`src/sali_pkg.sv`:
```
package sali_pkg;

    localparam int CAPACITY = 64;
    localparam int KEY_W    = 32;
    localparam int CNT_W    = $clog2(CAPACITY + 1);
    localparam int SLOT_W   = 6;
    localparam int LEN_W    = 7;

    localparam logic [1:0] STAT_OK   = 2'd0;
    localparam logic [1:0] STAT_FULL = 2'd1;
    localparam logic [1:0] STAT_DUP  = 2'd2;

    // What the traveling beat is doing as it passes a cell.
    typedef enum logic [1:0] {
        TOK_SEARCH,
        TOK_SHIFT,
        TOK_INS,
        TOK_DUP
    } tok_mode_t;

    typedef struct packed {
        logic             valid;
        tok_mode_t        mode;
        logic [KEY_W-1:0] key;
    } tok_t;

    typedef enum logic {
        CTL_IDLE,
        CTL_WALK
    } ctl_state_t;

endpackage

```
`src/sali_cell.sv`:
```
module sali_cell (
    input  logic          clk,
    input  logic          rst_n,
    input  sali_pkg::tok_t tok_in,
    output sali_pkg::tok_t tok_out
);

    logic                       used_reg;
    logic                       used_next;
    logic [sali_pkg::KEY_W-1:0] key_reg;
    logic [sali_pkg::KEY_W-1:0] key_next;
    sali_pkg::tok_t             tok_reg;
    sali_pkg::tok_t             tok_next;

    always_comb
    begin
        used_next = used_reg;
        key_next  = key_reg;
        tok_next  = tok_in;
        if (tok_in.valid)
        begin
            unique case (tok_in.mode)
                sali_pkg::TOK_SEARCH:
                begin
                    priority if (!used_reg)
                    begin
                        used_next     = 1'b1;
                        key_next      = tok_in.key;
                        tok_next.mode = sali_pkg::TOK_INS;
                    end
                    else if (key_reg == tok_in.key)
                    begin
                        tok_next.mode = sali_pkg::TOK_DUP;
                    end
                    else if ($signed(key_reg) > $signed(tok_in.key))
                    begin
                        // new key lands here, displaced key ripples onward
                        key_next      = tok_in.key;
                        tok_next.mode = sali_pkg::TOK_SHIFT;
                        tok_next.key  = key_reg;
                    end
                    else
                    begin
                        tok_next.mode = sali_pkg::TOK_SEARCH;
                    end
                end
                sali_pkg::TOK_SHIFT:
                begin
                    if (!used_reg)
                    begin
                        used_next     = 1'b1;
                        key_next      = tok_in.key;
                        tok_next.mode = sali_pkg::TOK_INS;
                    end
                    else
                    begin
                        key_next     = tok_in.key;
                        tok_next.key = key_reg;
                    end
                end
                sali_pkg::TOK_INS,
                sali_pkg::TOK_DUP:
                begin
                    tok_next = tok_in;
                end
            endcase
        end
    end

    always_ff @(posedge clk or negedge rst_n)
    begin
        if (!rst_n)
        begin
            used_reg <= 1'b0;
            tok_reg  <= '0;
        end
        else
        begin
            used_reg <= used_next;
            tok_reg  <= tok_next;
        end
    end

    always_ff @(posedge clk)
    begin
        key_reg <= key_next;
    end

    assign tok_out = tok_reg;

endmodule
```
`config.mk`:
```
export PLATFORM = sky130hd
export DESIGN_NAME = sali_cell
export DESIGN_NICKNAME = d
export VERILOG_FILES = /design/src/sali_pkg.sv /design/src/sali_cell.sv
export SDC_FILE = /design/constraint.sdc
export NUM_CORES = 1
export LEC_CHECK = 0
export BUFFER_PORTS_ARGS = -buffer_cell sky130_fd_sc_hd__buf_2
export CAP_MARGIN = 10
export CORE_UTILIZATION = 57
export DETAILED_ROUTE_END_ITERATION = 16
export PLACE_DENSITY = 0.9
export SYNTH_ARGS = -nofsm -noshare
export SYNTH_HDL_FRONTEND = slang
export SYNTH_SLANG_ARGS = --single-unit
```
`constraint.sdc`:
```
create_clock -name clk -period 4.5 [get_ports clk]
set_input_delay 0.225 -clock clk [delete_from_list [all_inputs] [get_ports clk]]
set_output_delay 0.225 -clock clk [all_outputs]
set_load 0.03 [all_outputs]
```
== Yosys cells after proc, flatten, opt, wreduce, memory -nomap -nowiden ==
Index checks and enable logic that the tools add are counted.

* Register bits after elaboration: 68
* Input bits: 37
* Output and inout port bits: 35

* Magnitude comparators: 1
* Equality and inequality tests: 6
* Multiplexer cells: 14
* Reduce and logical (&&, ||, !) cells: 6

{| class="wikitable"
|+ Operators with widths
! kind !! number
|-
| $mux W32 || 7
|-
| $pmux W34 S3 || 1
|-
| $pmux W32 S2 || 1
|-
| $mux W35 || 1
|-
| $eq A32 B32 Y1 || 1
|-
| $gt A32 B32 Y1 || 1
|-
| $mux W2 || 3
|-
| $ne A3 B3 Y1 const B || 2
|-
| $eq A2 B2 Y1 const B || 2
|-
| $reduce_and A4 Y1 || 1
|-
| $reduce_or A2 Y1 || 2
|-
| $eq A2 B1 Y1 const B || 1
|-
| $logic_not A2 Y1 || 1
|-
| $reduce_and A2 Y1 || 1
|-
| $reduce_bool A2 Y1 || 1
|-
| $mux W1 || 1
|}

== Logic depth before layout (Yosys ltp) ==
* Depth after elaboration: 6
* Mapped depth: 11

== Worst setup path after synthesis ==
OpenSTA, ideal clock, no wires.

* Kind: flip-flop to flip-flop
* From: reg key_reg[14] in the netlist's numbering
* To: reg key_reg[0] in the netlist's numbering (enable)
* Data arrival time: 3559 ps
* Setup slack: 500 ps
* Stages on the path, launching flop included: 9
* Path buffers: 0
* Clock period less this slack: 4000 ps
* Path through: edfxtp_1 -> ha_1 -> nand4_1 -> nor4_2 -> a21boi_2 -> o311a_1 -> a211oi_2 -> or2_2 -> a31oi_1

* Cells in the longest elaborated chain, start to end: 3
* Elaborated cells between the ends (all ways): 5

{| class="wikitable"
|+ RTL lines
! item !! RTL line !! source
|-
| start, declared || sali_cell.sv:10 || <nowiki>logic [sali_pkg::KEY_W-1:0] key_reg;</nowiki>
|-
| start signal, assigned || sali_cell.sv:86 || <nowiki>key_reg <= key_next;</nowiki>
|-
| $gt A32 B32 Y1 or $eq A32 B32 Y1 (tied branches) || sali_cell.sv:35, sali_cell.sv:31 ||
|-
| $ne A3 B3 Y1 (no line) || - ||
|-
| $reduce_and A4 Y1 (no line) * || - ||
|}

Every way passes the cells marked *; elsewhere a longest branch is shown, timed or not.
A chain may end at the register's enable or synchronous reset.

== Final worst setup path ==
* From: reg key_reg[19] in the netlist's numbering
* To: reg key_reg[28] in the netlist's numbering (enable)

Same word-level chain as after synthesis.

==> key figures <==
Global route
  – Gr usage total: 0.3085
  – Vias in the first global route: 3,746
  – GR Overflow Total: 0
  – Initial antenna violation count: 0
  – Largest net degree at the start of global routing: 43
  – First-pass GRT wire length: 18.01 mm

Timing
  – Pins Over Slew Limit: 0
  – Fin crit period: 3.305 ns
  – Slew HR: 0.4021
  – TNS Setup: 0 ns
  – Fin crit share: 0.7345
  – Final Hold Vio Count: 0
  – Finish-stage setup viols: 0
  – Worst Skew: 0.01324 ns
  – Slew @ Worst Pin: roughly 0.90 ns
  – Worst Hold Margin: 0.08964 ns
  – RSZ-0062 raised after global routing: false
  – Max Clock Freq: approximately 300 MHz
  – Setup slack after layout: roughly 1.2 ns

Hold path
  – Hold depth: 1
  – Worst hold path class: in -> reg
  – Hold Crit Start: tok_in[5]
  – Worst Hold End: key_reg[5]$_DFFE_PP_

Routing
  – Via count: roughly 3,800
  – Wire length per cell: 20.40 microns
  – Final antenna-violating net count: 0
  – Iteration-0 DRC count of the detailed router: 403
  – Vias per cell: ~7.0
  – Routed Wire Length: 11.00 mm
  – DR pass1 iterations: 5
  – DRC: 0

Synth
  – Ys async rst share: 0.5294
  – Post-synth EDFFs: 32
  – Register area share after synthesis: 0.4440
  – Synth cell types: 39
  – Post-synthesis register bit count: 68
  – Cells after synthesis: about 380
  – Synthesized cell area: 4193 sq um
  – Synthesized Nets: 452
  – Ys flop type: dfrtp_1
  – Yosys warns: 0
  – Post-Syn Area per Cell: 10.95 sq um

Clock tree
  – Post-cts resize count: 0
  – Hold-fix buffers, CTS: 1
  – TritonCTS clock tree: yes
  – Clock latency on the worst-skew pair: 0.36 ns
  – Post-CTS Setup Repair Bufs: 0
  – Clk sinks: a little under 70
  – TritonCTS Buffers: 9
  – CTS H-tree lvls: 3
  – Worst-path clk slew: 0.08 ns
  – Clock Path Buffers: 2
  – Root Buffer: clkbuf_8

Final layout
  – Largest register FFs: 35
  – Seq. cell area: 1862 sq um
  – # fillers: 502
  – Area Overhead vs Synth: 14.15%
  – NumNets Final: 507
  – Most common cell after layout, fill and taps aside: buf_2
  – ANT cells: 0
  – Share of layout cells above drive strength 1: 0.3025
  – Highest-count cells in the layout ignoring fill and taps: 71 x buf_2, 36 x inv_1, 36 x dfrtp_1
  – Multi-input gate area: 2056 sq um

Placed design
  – Dpl hpwl: 6.878 mm
  – Post-place setup slack: approximately 1.3 ns
  – Port bufs: 71
  – Gpl congestion: 0.8586

Floorplanning
  – Die area: 7703 sq um
  – I/O pins: 72
  – Core Rows: 30
  – Initial core utilization: 0.6038
  – Core box area: about 6900 sq um
  – Die H: around 88 microns
  – Die width: 87.77 microns

Worst setup path
  – CP endpoint kind: flip-flop
  – Worst EP arrival: 3.37 ns
  – Worst Path Max Fanout: 32
  – RR Startpoint: key_reg[19]$_DFFE_PP_
  – Critical Path RT: around 4.6 ns
  – R2r worst-path depth: 9
  – Reg2Reg Setup Slack: 1.19 ns
  – CP Launch Type: flip-flop
  – Reg2reg end: key_reg[28]$_DFFE_PP_
  – Setup CP Type: reg -> reg

Pwr
  – Maximum VDD drop: approximately 0.21 mV
  – Pwr/cell area: 327.4 nW/um^2
  – Pleak: 1.996 nW

Flow run
  – Max Cap Viol: 0

Outcome
  – Status: complete, no violations
-- stage by stage --
step / utilization / std cells / instance area, sq um / total power, mW
2_1_floorplan: - / 383 / 4193 / 1.005
3_3_place_gp: 0.6613 / 521 / 4592 / 1.109
3_5_place_dp: 0.6613 / 521 / 4592 / 1.123
4_1_cts: 0.6870 / 538 / 4771 / 1.560
5_1_grt: 0.6892 / 539 / 4786 / 1.629
6_report: 0.6892 / 539 / 4786 / 1.567
-- cell type report --
class	count	area share
Multi-Input combinational cell	241	0.4295
Sequential cell	68	0.3890
Timing Repair Buffer	81	0.09203
Clock buffer	11	0.02954
Inverter	37	0.02902
Tap cell	96	0.02510
Clock inverter	5	0.005752
-- how the worst max path moves through the flow --
stage                          startpoint                     to  slack, ns
floorplan           key_reg[14]$_DFFE_PP_   key_reg[0]$_DFFE_PP_       0.50
global placement    key_reg[19]$_DFFE_PP_  key_reg[18]$_DFFE_PP_       1.37
detailed placement  key_reg[19]$_DFFE_PP_  key_reg[16]$_DFFE_PP_       1.29
CTS                 key_reg[19]$_DFFE_PP_  key_reg[28]$_DFFE_PP_       1.27
global route        key_reg[18]$_DFFE_PP_  key_reg[28]$_DFFE_PP_       1.06
finish              key_reg[19]$_DFFE_PP_  key_reg[28]$_DFFE_PP_       1.19
-- worst max-delay path, cell delays in order (launching register included) --
cell	delay (ns)
edfxtp_1	0.46
ha_1	0.32
and3_1	0.18
a221o_1	0.35
a221oi_1	0.36
o32ai_1	0.17
a211oi_4	0.56
or2_2	0.25
a31oi_4	0.08
buf_4	0.29
-- routing by layer --
metal | share of wire | global-route usage | wire (microns) | vias to the layer above
met1 | 0.38 | 0.3965 | 4132 | 1770
li1 | - | - | - | 1661
met5 | 0 | 0 | 0 | -
met3 | 0.11 | 0.06975 | 1176 | 55
met4 | 0.046 | 0.1967 | 502 | 0
met2 | 0.47 | 0.4715 | 5185 | 270
-- power breakdown --
| group | internal [mW] | leakage (nW) | switching (mW) | total [mW] |
|---|---|---|---|---|
| clock | 0.211 | 0.0889 | 0.236 | 0.447 |
| combinational | 0.132 | 1.19 | 0.264 | 0.396 |
| sequential | 0.704 | 0.719 | 0.0207 | 0.724 |
-- synthesized netlist by cell type (2+ instances only) --
| cell type | number | area share |
|---|---|---|
| edfxtp_1 | 32 | 0.23 |
| a21oi_1 | 11 | 0.013 |
| a221oi_1 | 34 | 0.071 |
| dfrtp_1 | 36 | 0.21 |
| nand2_1 | 16 | 0.014 |
| clkbuf_1 | 30 | 0.027 |
| and3_1 | 2 | 0.0030 |
| a221o_1 | 2 | 0.0048 |
| ha_1 | 32 | 0.095 |
| buf_6 | 3 | 0.0081 |
| a21o_1 | 4 | 0.0072 |
| o41ai_1 | 32 | 0.067 |
| a22oi_2 | 30 | 0.090 |
| a22oi_1 | 2 | 0.0036 |
| buf_2 | 3 | 0.0036 |
| o21ai_0 | 11 | 0.013 |
| inv_1 | 36 | 0.032 |
| nand4_1 | 5 | 0.0075 |
| a31oi_1 | 33 | 0.049 |
| nand3_1 | 4 | 0.0048 |
| nor2_1 | 7 | 0.0063 |
-- logic make-up (layout without fill, tap and decap cells) --
group                      Yosys count  after routing  synth area share
DFF                                 68             68            0.4440
buffers and inverters               74            134           0.07341
adders and majority gates           32             32           0.09549
and+or+nand+nor                     41             41           0.04835
AOI/OAI and AO/OA                  168            168            0.3387
(Power assumes the default switching activity.)
